### src/hw/rtl/cmfta_pkg.sv
// ----------------------------------------------------------------------------
// cmfta_pkg: shared types and constants for cube map texel addressing
// Field widths, pipeline payload structs, axis codes and the per-face tables.
// ----------------------------------------------------------------------------
package cmfta_pkg;

   // direction and face size limits
   localparam int DIR_WIDTH    = 16;
   localparam int MAX_FACE_DIM = 4096;

   // fixed field widths
   localparam int CFG_W  = 13;
   localparam int TEX_W  = 12;
   localparam int FACE_W = 3;
   localparam int ADDR_W = 3;
   localparam int DATA_W = 32;

   // derived datapath widths
   localparam int DIM_W  = $clog2(MAX_FACE_DIM + 1);
   localparam int MAG_W  = DIR_WIDTH;
   localparam int SGN_W  = DIR_WIDTH + 1;
   localparam int NUM_W  = DIR_WIDTH + 1;
   localparam int PROD_W = DIM_W + NUM_W;
   localparam int QUO_W  = DIM_W;

   // register index codes (address bit 2)
   localparam logic REG_FACE_WIDTH  = 1'b0;
   localparam logic REG_FACE_HEIGHT = 1'b1;

   localparam logic [CFG_W-1:0] FACE_DIM_RESET = CFG_W'(512);

   typedef enum logic [1:0] {
      AXIS_X,
      AXIS_Y,
      AXIS_Z
   } axis_type;

   typedef struct packed {
      logic signed [DIR_WIDTH-1:0] dir_x;
      logic signed [DIR_WIDTH-1:0] dir_y;
      logic signed [DIR_WIDTH-1:0] dir_z;
   } req_type;

   typedef struct packed {
      logic [FACE_W-1:0] face;
      logic [TEX_W-1:0]  texel_x;
      logic [TEX_W-1:0]  texel_y;
      logic              valid_res;
   } rsp_type;

   // after major axis selection
   typedef struct packed {
      axis_type                ax;
      logic                    pos;
      logic [MAG_W-1:0]        d;
      logic signed [SGN_W-1:0] nu;
      logic signed [SGN_W-1:0] nv;
   } axis_sel_type;

   // numerators over the common denominator 2d
   typedef struct packed {
      logic [FACE_W-1:0] face;
      logic              zero;
      logic [NUM_W-1:0]  den;
      logic [NUM_W-1:0]  u_num;
      logic [NUM_W-1:0]  v_num;
   } numer_type;

   // divider chain payload
   typedef struct packed {
      logic [FACE_W-1:0] face;
      logic              zero;
      logic [NUM_W-1:0]  den;
      logic [PROD_W-1:0] rem_u;
      logic [PROD_W-1:0] rem_v;
      logic [QUO_W-1:0]  q_u;
      logic [QUO_W-1:0]  q_v;
   } div_type;

   // minor axis carried by u for each major axis
   function automatic axis_type u_axis_of(axis_type ax);
      case (ax)
         AXIS_X:  u_axis_of = AXIS_Z;
         AXIS_Y:  u_axis_of = AXIS_X;
         AXIS_Z:  u_axis_of = AXIS_X;
         default: u_axis_of = AXIS_X;
      endcase
   endfunction

   // minor axis carried by v for each major axis
   function automatic axis_type v_axis_of(axis_type ax);
      case (ax)
         AXIS_X:  v_axis_of = AXIS_Y;
         AXIS_Y:  v_axis_of = AXIS_Z;
         AXIS_Z:  v_axis_of = AXIS_Y;
         default: v_axis_of = AXIS_Y;
      endcase
   endfunction

   // u mirrored on +x and on -z faces
   function automatic logic flip_u(axis_type ax, logic pos);
      case (ax)
         AXIS_X:  flip_u = pos;
         AXIS_Y:  flip_u = 1'b0;
         AXIS_Z:  flip_u = !pos;
         default: flip_u = 1'b0;
      endcase
   endfunction

   // v mirrored on every face but +y
   function automatic logic flip_v(axis_type ax, logic pos);
      case (ax)
         AXIS_Y:  flip_v = !pos;
         default: flip_v = 1'b1;
      endcase
   endfunction

   // effective face size: zero reads as one, oversize saturates
   function automatic logic [DIM_W-1:0] eff_dim(logic [CFG_W-1:0] r);
      if (r == '0) begin
         eff_dim = DIM_W'(1);
      end else if (32'(r) > 32'(MAX_FACE_DIM)) begin
         eff_dim = DIM_W'(MAX_FACE_DIM);
      end else begin
         eff_dim = DIM_W'(r);
      end
   endfunction

endpackage

### src/hw/rtl/cmfta_front.sv
// ----------------------------------------------------------------------------
// cmfta_front: major axis selection and coordinate numerators
// Two registered stages: mirror, magnitudes and axis pick, then numerators
// with the per-face flips.
// ----------------------------------------------------------------------------
module cmfta_front (
   input  logic               clock,
   input  logic               reset,
   input  logic               up_valid,
   output logic               up_ready,
   input  cmfta_pkg::req_type up_data,
   output logic               dn_valid,
   input  logic               dn_ready,
   output cmfta_pkg::numer_type dn_data
);
   import cmfta_pkg::*;

   logic signed [SGN_W-1:0] m_x, m_y, m_z;
   logic [MAG_W-1:0]        mag_x, mag_y, mag_z;
   logic signed [SGN_W-1:0] m_sel;
   logic [MAG_W-1:0]        d_sel;
   axis_type                ax_sel;

   axis_sel_type a_in, a_ff;
   logic         a_vld_ff, a_ready;
   numer_type    b_in, b_ff;
   logic         b_vld_ff, b_ready;
   logic [NUM_W-1:0] dd;

   function automatic logic signed [SGN_W-1:0] pick_m(axis_type ax,
         logic signed [SGN_W-1:0] px, logic signed [SGN_W-1:0] py,
         logic signed [SGN_W-1:0] pz);
      case (ax)
         AXIS_X:  pick_m = px;
         AXIS_Y:  pick_m = py;
         AXIS_Z:  pick_m = pz;
         default: pick_m = px;
      endcase
   endfunction

   // mirror x and take magnitudes
   assign m_x = -{up_data.dir_x[DIR_WIDTH-1], up_data.dir_x};
   assign m_y = {up_data.dir_y[DIR_WIDTH-1], up_data.dir_y};
   assign m_z = {up_data.dir_z[DIR_WIDTH-1], up_data.dir_z};
   assign mag_x = MAG_W'(m_x[SGN_W-1] ? -m_x : m_x);
   assign mag_y = MAG_W'(m_y[SGN_W-1] ? -m_y : m_y);
   assign mag_z = MAG_W'(m_z[SGN_W-1] ? -m_z : m_z);

   // largest magnitude, ties to the lower axis
   always_comb begin
      ax_sel = AXIS_X;
      d_sel  = mag_x;
      m_sel  = m_x;
      if (mag_y > d_sel) begin
         ax_sel = AXIS_Y;
         d_sel  = mag_y;
         m_sel  = m_y;
      end
      if (mag_z > d_sel) begin
         ax_sel = AXIS_Z;
         d_sel  = mag_z;
         m_sel  = m_z;
      end
      a_in.ax  = ax_sel;
      a_in.d   = d_sel;
      a_in.pos = !m_sel[SGN_W-1] && (m_sel != '0);
      a_in.nu  = pick_m(u_axis_of(ax_sel), m_x, m_y, m_z);
      a_in.nv  = pick_m(v_axis_of(ax_sel), m_x, m_y, m_z);
   end

   // stage a handshake
   assign a_ready = !a_vld_ff || b_ready;

   always_ff @(posedge clock) begin
      if (reset) begin
         a_vld_ff <= 1'b0;
      end else if (a_ready) begin
         a_vld_ff <= up_valid;
      end
   end

   always_ff @(posedge clock) begin
      if (up_valid && a_ready) begin
         a_ff <= a_in;
      end
   end

   // numerators d +/- n, flipped form is 2d - (n + d) = d - n
   assign dd = NUM_W'(a_ff.d);

   always_comb begin
      b_in.face  = {a_ff.ax, !a_ff.pos};
      b_in.zero  = (a_ff.d == '0);
      b_in.den   = {a_ff.d, 1'b0};
      b_in.u_num = flip_u(a_ff.ax, a_ff.pos) ? dd - NUM_W'(a_ff.nu) : dd + NUM_W'(a_ff.nu);
      b_in.v_num = flip_v(a_ff.ax, a_ff.pos) ? dd - NUM_W'(a_ff.nv) : dd + NUM_W'(a_ff.nv);
   end

   // stage b handshake
   assign b_ready = !b_vld_ff || dn_ready;

   always_ff @(posedge clock) begin
      if (reset) begin
         b_vld_ff <= 1'b0;
      end else if (b_ready) begin
         b_vld_ff <= a_vld_ff;
      end
   end

   always_ff @(posedge clock) begin
      if (a_vld_ff && b_ready) begin
         b_ff <= b_in;
      end
   end

   assign up_ready = a_ready;
   assign dn_valid = b_vld_ff;
   assign dn_data  = b_ff;

endmodule

### src/hw/rtl/cmfta_mul.sv
// ----------------------------------------------------------------------------
// cmfta_mul: face size scaling
// Multiplies both numerators by the face width and height and loads the
// divider chain payload.
// ----------------------------------------------------------------------------
module cmfta_mul (
   input  logic                       clock,
   input  logic                       reset,
   input  logic [cmfta_pkg::DIM_W-1:0] dim_w,
   input  logic [cmfta_pkg::DIM_W-1:0] dim_h,
   input  logic                       up_valid,
   output logic                       up_ready,
   input  cmfta_pkg::numer_type       up_data,
   output logic                       dn_valid,
   input  logic                       dn_ready,
   output cmfta_pkg::div_type         dn_data
);
   import cmfta_pkg::*;

   div_type data_in, data_ff;
   logic    vld_ff;

   // products start as the dividends
   always_comb begin
      data_in.face  = up_data.face;
      data_in.zero  = up_data.zero;
      data_in.den   = up_data.den;
      data_in.rem_u = PROD_W'(dim_w) * PROD_W'(up_data.u_num);
      data_in.rem_v = PROD_W'(dim_h) * PROD_W'(up_data.v_num);
      data_in.q_u   = '0;
      data_in.q_v   = '0;
   end

   assign up_ready = !vld_ff || dn_ready;

   always_ff @(posedge clock) begin
      if (reset) begin
         vld_ff <= 1'b0;
      end else if (up_ready) begin
         vld_ff <= up_valid;
      end
   end

   always_ff @(posedge clock) begin
      if (up_valid && up_ready) begin
         data_ff <= data_in;
      end
   end

   assign dn_valid = vld_ff;
   assign dn_data  = data_ff;

endmodule

### src/hw/rtl/cmfta_div_cell.sv
// ----------------------------------------------------------------------------
// cmfta_div_cell: one restoring division step
// Settles one quotient bit for both coordinates and hands the shifted
// remainders to the next cell.
// ----------------------------------------------------------------------------
module cmfta_div_cell (
   input  logic               clock,
   input  logic               reset,
   input  logic               up_valid,
   output logic               up_ready,
   input  cmfta_pkg::div_type up_data,
   output logic               dn_valid,
   input  logic               dn_ready,
   output cmfta_pkg::div_type dn_data
);
   import cmfta_pkg::*;

   logic [PROD_W-2:0] den_sh;
   logic [PROD_W:0]   diff_u, diff_v;
   logic              ge_u, ge_v;
   logic [PROD_W-1:0] rnext_u, rnext_v;
   div_type           data_in, data_ff;
   logic              vld_ff;

   // divisor aligned to the top quotient bit
   assign den_sh = {up_data.den, (QUO_W-1)'(0)};

   // trial subtract, borrow means the bit is zero
   assign diff_u  = {1'b0, up_data.rem_u} - {2'b00, den_sh};
   assign diff_v  = {1'b0, up_data.rem_v} - {2'b00, den_sh};
   assign ge_u    = !diff_u[PROD_W];
   assign ge_v    = !diff_v[PROD_W];
   assign rnext_u = ge_u ? diff_u[PROD_W-1:0] : up_data.rem_u;
   assign rnext_v = ge_v ? diff_v[PROD_W-1:0] : up_data.rem_v;

   always_comb begin
      data_in       = up_data;
      data_in.rem_u = {rnext_u[PROD_W-2:0], 1'b0};
      data_in.rem_v = {rnext_v[PROD_W-2:0], 1'b0};
      data_in.q_u   = {up_data.q_u[QUO_W-2:0], ge_u};
      data_in.q_v   = {up_data.q_v[QUO_W-2:0], ge_v};
   end

   assign up_ready = !vld_ff || dn_ready;

   always_ff @(posedge clock) begin
      if (reset) begin
         vld_ff <= 1'b0;
      end else if (up_ready) begin
         vld_ff <= up_valid;
      end
   end

   always_ff @(posedge clock) begin
      if (up_valid && up_ready) begin
         data_ff <= data_in;
      end
   end

   assign dn_valid = vld_ff;
   assign dn_data  = data_ff;

endmodule

### src/hw/rtl/cmfta_out.sv
// ----------------------------------------------------------------------------
// cmfta_out: clamp and result register
// Clamps the quotients into the face, handles the zero vector and holds the
// result item until it is taken.
// ----------------------------------------------------------------------------
module cmfta_out (
   input  logic                       clock,
   input  logic                       reset,
   input  logic [cmfta_pkg::DIM_W-1:0] dim_w,
   input  logic [cmfta_pkg::DIM_W-1:0] dim_h,
   input  logic                       up_valid,
   output logic                       up_ready,
   input  cmfta_pkg::div_type         up_data,
   output logic                       rsp_valid,
   input  logic                       rsp_ready,
   output cmfta_pkg::rsp_type         rsp_data
);
   import cmfta_pkg::*;

   logic [QUO_W-1:0] tx, ty;
   rsp_type          data_in, data_ff;
   logic             vld_ff;

   // a coordinate of one lands on the last texel
   assign tx = (up_data.q_u >= dim_w) ? dim_w - 1'b1 : up_data.q_u;
   assign ty = (up_data.q_v >= dim_h) ? dim_h - 1'b1 : up_data.q_v;

   always_comb begin
      if (up_data.zero) begin
         data_in = '0;
      end else begin
         data_in.face      = up_data.face;
         data_in.texel_x   = TEX_W'(tx);
         data_in.texel_y   = TEX_W'(ty);
         data_in.valid_res = 1'b1;
      end
   end

   assign up_ready = !vld_ff || rsp_ready;

   always_ff @(posedge clock) begin
      if (reset) begin
         vld_ff <= 1'b0;
      end else if (up_ready) begin
         vld_ff <= up_valid;
      end
   end

   always_ff @(posedge clock) begin
      if (up_valid && up_ready) begin
         data_ff <= data_in;
      end
   end

   assign rsp_valid = vld_ff;
   assign rsp_data  = data_ff;

endmodule

### src/hw/rtl/cubemap_face_texel_address_top.sv
// ----------------------------------------------------------------------------
// cubemap_face_texel_address_top: cube map face and texel address
// Direction vector in, face index and clamped texel coordinates out.
// ----------------------------------------------------------------------------
// The block takes one direction item per clock while its stages are not
// stalled, and returns one result item per item, in order. An item passes
// through two decode stages, one multiply stage, a chain of QUO_W division
// cells that each settle one quotient bit of both texel coordinates, and
// the output register. Every stage holds its own item, so bubbles close up
// behind a stalled output. Face width and height are to be written through
// the APB port at byte addresses 0 and 4 only while no item is in flight;
// the block itself does not enforce this. A size of zero acts as one and
// sizes above the maximum saturate.
module cubemap_face_texel_address_top (
   input  logic                                 clock,
   input  logic                                 reset,
   input  logic                                 req_valid,
   output logic                                 req_ready,
   input  cmfta_pkg::req_type                   req_data,
   output logic                                 rsp_valid,
   input  logic                                 rsp_ready,
   output cmfta_pkg::rsp_type                   rsp_data,
   input  logic                                 psel,
   input  logic                                 penable,
   input  logic                                 pwrite,
   input  logic [cmfta_pkg::ADDR_W-1:0]         paddr,
   input  logic [cmfta_pkg::DATA_W-1:0]         pwdata,
   output logic [cmfta_pkg::DATA_W-1:0]         prdata,
   output logic                                 pready
);
   import cmfta_pkg::*;

   logic [CFG_W-1:0] face_width_ff, face_height_ff;
   logic [DIM_W-1:0] dim_w, dim_h;
   logic             csr_write;

   numer_type        numer_data;
   logic             numer_valid, numer_ready;
   div_type          div_data [QUO_W+1];
   logic [QUO_W:0]   div_valid, div_ready;

   // configuration registers
   assign pready    = 1'b1;
   assign csr_write = psel && penable && pwrite && pready;

   always_ff @(posedge clock) begin
      if (reset) begin
         face_width_ff  <= FACE_DIM_RESET;
         face_height_ff <= FACE_DIM_RESET;
      end else if (csr_write) begin
         if (paddr[2] == REG_FACE_HEIGHT) begin
            face_height_ff <= pwdata[CFG_W-1:0];
         end else begin
            face_width_ff <= pwdata[CFG_W-1:0];
         end
      end
   end

   assign prdata = (paddr[2] == REG_FACE_WIDTH) ? DATA_W'(face_width_ff)
                                                : DATA_W'(face_height_ff);

   assign dim_w = eff_dim(face_width_ff);
   assign dim_h = eff_dim(face_height_ff);

   // axis pick and numerators
   cmfta_front u_front (
      .clock    (clock),
      .reset    (reset),
      .up_valid (req_valid),
      .up_ready (req_ready),
      .up_data  (req_data),
      .dn_valid (numer_valid),
      .dn_ready (numer_ready),
      .dn_data  (numer_data)
   );

   // scale by face size
   cmfta_mul u_mul (
      .clock    (clock),
      .reset    (reset),
      .dim_w    (dim_w),
      .dim_h    (dim_h),
      .up_valid (numer_valid),
      .up_ready (numer_ready),
      .up_data  (numer_data),
      .dn_valid (div_valid[0]),
      .dn_ready (div_ready[0]),
      .dn_data  (div_data[0])
   );

   // division chain, one quotient bit per cell
   for (genvar k = 0; k < QUO_W; k++) begin : g_cell
      cmfta_div_cell u_cell (
         .clock    (clock),
         .reset    (reset),
         .up_valid (div_valid[k]),
         .up_ready (div_ready[k]),
         .up_data  (div_data[k]),
         .dn_valid (div_valid[k+1]),
         .dn_ready (div_ready[k+1]),
         .dn_data  (div_data[k+1])
      );
   end

   // clamp and result register
   cmfta_out u_out (
      .clock     (clock),
      .reset     (reset),
      .dim_w     (dim_w),
      .dim_h     (dim_h),
      .up_valid  (div_valid[QUO_W]),
      .up_ready  (div_ready[QUO_W]),
      .up_data   (div_data[QUO_W]),
      .rsp_valid (rsp_valid),
      .rsp_ready (rsp_ready),
      .rsp_data  (rsp_data)
   );

endmodule

### config.mk
export PLATFORM = sky130hd
export DESIGN_NAME = cubemap_face_texel_address_top
export DESIGN_NICKNAME = d
export VERILOG_FILES = /design/src/hw/rtl/cmfta_pkg.sv /design/src/hw/rtl/cmfta_front.sv /design/src/hw/rtl/cmfta_mul.sv /design/src/hw/rtl/cmfta_div_cell.sv /design/src/hw/rtl/cmfta_out.sv /design/src/hw/rtl/cubemap_face_texel_address_top.sv
export SDC_FILE = /design/constraint.sdc
export NUM_CORES = 2
export LEC_CHECK = 0
export BUFFER_PORTS_ARGS = -buffer_cell sky130_fd_sc_hd__buf_2
export CAP_MARGIN = 25
export CELL_PAD_IN_SITES_DETAIL_PLACEMENT = 1
export CELL_PAD_IN_SITES_GLOBAL_PLACEMENT = 2
export CORE_MARGIN = 2
export CORE_UTILIZATION = 48
export CTS_CLUSTER_DIAMETER = 40
export DETAILED_ROUTE_END_ITERATION = 7
export PLACE_DENSITY_LB_ADDON = 0.05
export SLEW_MARGIN = 40
export SYNTH_ARGS = -nofsm -noshare
export SYNTH_HDL_FRONTEND = slang
export SYNTH_SLANG_ARGS = --single-unit
### constraint.sdc
create_clock -name clock -period 13.15 [get_ports clock]
set_input_delay 0.6575 -clock clock [delete_from_list [all_inputs] [get_ports clock]]
set_output_delay 0.6575 -clock clock [all_outputs]
set_load 0.005 [all_outputs]
==> metrics.md <==
| Metric | Value |
|---|---|
| Status | `finished clean` |
| Rows | `148` |
| Seq/Total Area, Yosys | `0.460` |
| Top_reg_cell synth | `edfxtp_1` |
| Pleak | `around 0.036 uW` |
| YS warnings | `0` |
| Area Growth Syn to Fin | `13.8%` |
| Max-cap violation count | `0` |
| Critical path endpoint category | `register` |
| Highest metal layer with signal wires | `met4` |
| Die Area | `roughly 170000 sq um` |
| Fin crit share | `0.597` |
| RSZ-0062 raised after global routing | `false` |
| Crit Path Class | `in2reg` |
| Netlist cell types | `81` |
| DRC | `0` |
| # Post-CTS Setup Buffers | `0` |
| H-tree Lvls | `4` |
| Starting density of the core | `0.483` |
| Peak VDD IR | `between 0.1 and 0.15 mV` |
| Largest net degree at the start of global routing | `just under 80` |
| Total Routing Usage GR | `0.255` |
| Post-synth EDFFs | `1178` |
| Initial antenna violation count | `11` |
| Worst Path Required | `around 14 ns` |
| Bufs on Longest Clock Path | `3` |
| # clock sinks | `roughly 1.2k` |
| CP max FO | `20` |
| Via-to-Cell Ratio | `between 5 and 6` |
| Die span in y | `approximately 410 microns` |
| Dominant cell type by area after synthesis | `edfxtp_1` |
| DRT antenna net count | `0` |
| Share of the synthesized area in the top cell type | `0.450` |
| DRT Wirelength | `between 200000 and 250000 microns` |
| Most common cell on crit path | `a21oi_1` |
| Synth top cells by count | `edfxtp_1 (1178), inv_1 (805), ha_1 (659), nor2_1 (554), nand2_1 (492)` |
| Final Hold Vio Count | `0` |
| CP max stage delay | `about 0.64 ns` |
| Worst-Margin Slew | `just over 0.8 ns` |
| TritonCTS Buffers | `between 200 and 250` |
| Count leader, synth | `edfxtp_1` |
| Slew Limit Fails | `0` |
| Starting DRT DRC Count | `2927` |
| # setup viols final | `0` |
| Power Dens Cells | `140 nW/um^2` |
| Final Core Density | `0.550` |
| Ys async rst share | `0` |
| Slew margin rel. | `0.440` |
| Die width | `just over 400 microns` |
| CP Launch Type | `input pin` |
| Vias in the first global route | `57.1k` |
| Synth area leaders | `edfxtp_1 (45%), ha_1 (10%), fa_1 (9.1%)` |
| Seq cells post-synth | `1221` |
| Vias | `between 50k and 60k` |
| Final min period | `~7.9 ns` |
| GPL Wtd Cong | `between 0.8 and 0.9` |
| Cell Area, Synth | `just under 80000 sq um` |
| Slowest CP cell | `a31oi_4` |
| Worst-path clk slew | `0.06 ns` |
| Worst clock skew | `about 0.11 ns` |
| 1st-pass router iterations | `5` |
| I/O Buffers | `between 100 and 150` |
| Fin Setup TNS | `0 ns` |
| Syn_area_per_cell | `approximately 11 sq um` |
| Wl on met1 | `around 89000 microns` |
| WL/cell | `22.1 microns` |
| Layout cells sized above 1 | `0.120` |
| Clk_lat worst skew | `between 0.8 and 0.9 ns` |
| Wire length on met3 | `6910 microns` |
| # IOs | `153` |
| CP arrival | `8.43 ns` |
| Post-DP HPWL | `162000 microns` |
| Overflow after GRT | `0` |
| Hold Path Class | `in2reg` |
| Final nets | `roughly 8.3k` |
| Clk root buf | `clkbuf_16` |
| Core box area | `between 150000 and 200000 sq um` |
| First-pass GRT wire length | `~330000 microns` |
| Metal2 WL | `108000 microns` |
| CTS tree | `built` |
| Synth Instances | `about 7k` |
| Fmax | `127 MHz` |
[worst max-delay path, delay by kind of cell]
family                   cells  cell delay, ns
XOR/XNOR                     1            0.28
buffers and inverters        4            0.71
multiplexers                 3            1.04
adder cells (fa/ha/maj)      3            0.99
AND/OR/NAND/NOR              8            2.20
AO/OA/AOI/OAI               12            2.50
[cells in the final DEF, fill, tap and decap left out, types with 51 or more instances in the layout]
master / count
mux2i_1: 52
xor2_1: 94
edfxtp_1: 1178
nor2b_1: 104
and2_1: 245
nor3_1: 140
buf_2: 110
a21oi_1: 349
o21ai_0: 231
ha_1: 659
buf_4: 57
nand2_1: 492
xnor2_1: 323
nand3_1: 110
fa_1: 356
mux2_2: 222
a211oi_1: 64
o21a_1: 93
nor2_1: 552
a21boi_0: 71
clkbuf_16: 207
a21o_1: 51
inv_1: 805
[kinds of logic (layout without fill, tap and decap cells)]
group / Yosys count / in the layout / share of synthesized area
AO/OA/AOI/OAI: 1118 / 1118 / 0.0902
XOR/XNOR: 418 / 418 / 0.0466
adder cells (fa/ha/maj): 1015 / 1015 / 0.195
buffers and inverters: 997 / 1384 / 0.0494
flip-flops: 1221 / 1221 / 0.460
multiplexers: 288 / 288 / 0.0411
other: 2 / 24 / 0.0000954
AND/OR/NAND/NOR: 1924 / 1924 / 0.117
[routing by layer]
| layer | GRT usage | up-vias |
|---|---|---|
| met3 | 0.0297 | 358 |
| li1 | - | 24900 |
| met1 | 0.313 | 26300 |
| met2 | 0.458 | 868 |
| met4 | 0.0961 | 0 |
| met5 | 0 | - |
[power breakdown]
part | switching (uW) | internal, uW
Clock | 2210 | 3360
Sequential | 338 | 4470
Combinational | 1290 | 906
Total | 3830 | 8740
[path summary, 6_finish.rpt]
kind | startpoint | endpoint | slack (ns) | cells after the start
max reg2reg | face_height_ff[12]$_SDFFE_PP0P_ | u_mul.dn_data[55]$_DFFE_PP_ | 5.31 | 24
max | req_data[32] | u_front.a_ff[20]$_DFFE_PP_ | 5.29 | 31
min | pwdata[4] | face_height_ff[4]$_SDFFE_PP0P_ | 0.08 | 3
min reg2reg | g_cell[1].u_cell.dn_data[33]$_DFFE_PP_ | g_cell[2].u_cell.dn_data[34]$_DFFE_PP_ | 0.38 | 0
[metrics by stage]
step / power, uW / setup slack (ns) / hold WS, ns / std cells / area [sq um]
4_1_cts: 12700 / 5.16 / 0.00179 / 9559 / 89400
5_1_grt: 13100 / 4.72 / 0.0414 / 9563 / 89600
3_5_place_dp: 7070 / 4.30 / 0.405 / 9163 / 82000
6_report: 12600 / 5.29 / 0.0778 / 9567 / 89600
2_1_floorplan: 6270 / 5.29 / 0.400 / 7001 / 78800
3_3_place_gp: 7010 / 4.35 / 0.400 / 9161 / 81900
[layout make-up]
class / count / area (sq um)
Tap cell: 2175 / 2720
Timing Repair Buffer: 185 / 1240
Clock buffer: 214 / 5220
Fill cell: 16900 / 73200
Clock inverter: 178 / 2180
Multi-Input combinational cell: 4783 / 38900
Inverter: 807 / 3030
Antenna cell: 4 / 10.0
Sequential cell: 1221 / 36200
[repair_timing]
action                                 in CTS  in global routing
endpoints found under the hold margin       6                  0
gates resized for setup                     0                  0
hold buffers                                4                  0
[sequential cells by signal, indices dropped and copies added, names as in the netlist]
register                flops
u_mul.dn_valid              1
g_cell.u_cell.dn_valid     13
u_mul.dn_data              78
u_out.rsp_data             28
face_height_ff             13
g_cell.u_cell.dn_data     966
u_front.a_ff               52
u_front.dn_data            54
u_out.rsp_valid             1
u_front.a_vld_ff            1
u_front.dn_valid            1
face_width_ff              13
(Power assumes the default switching activity.)
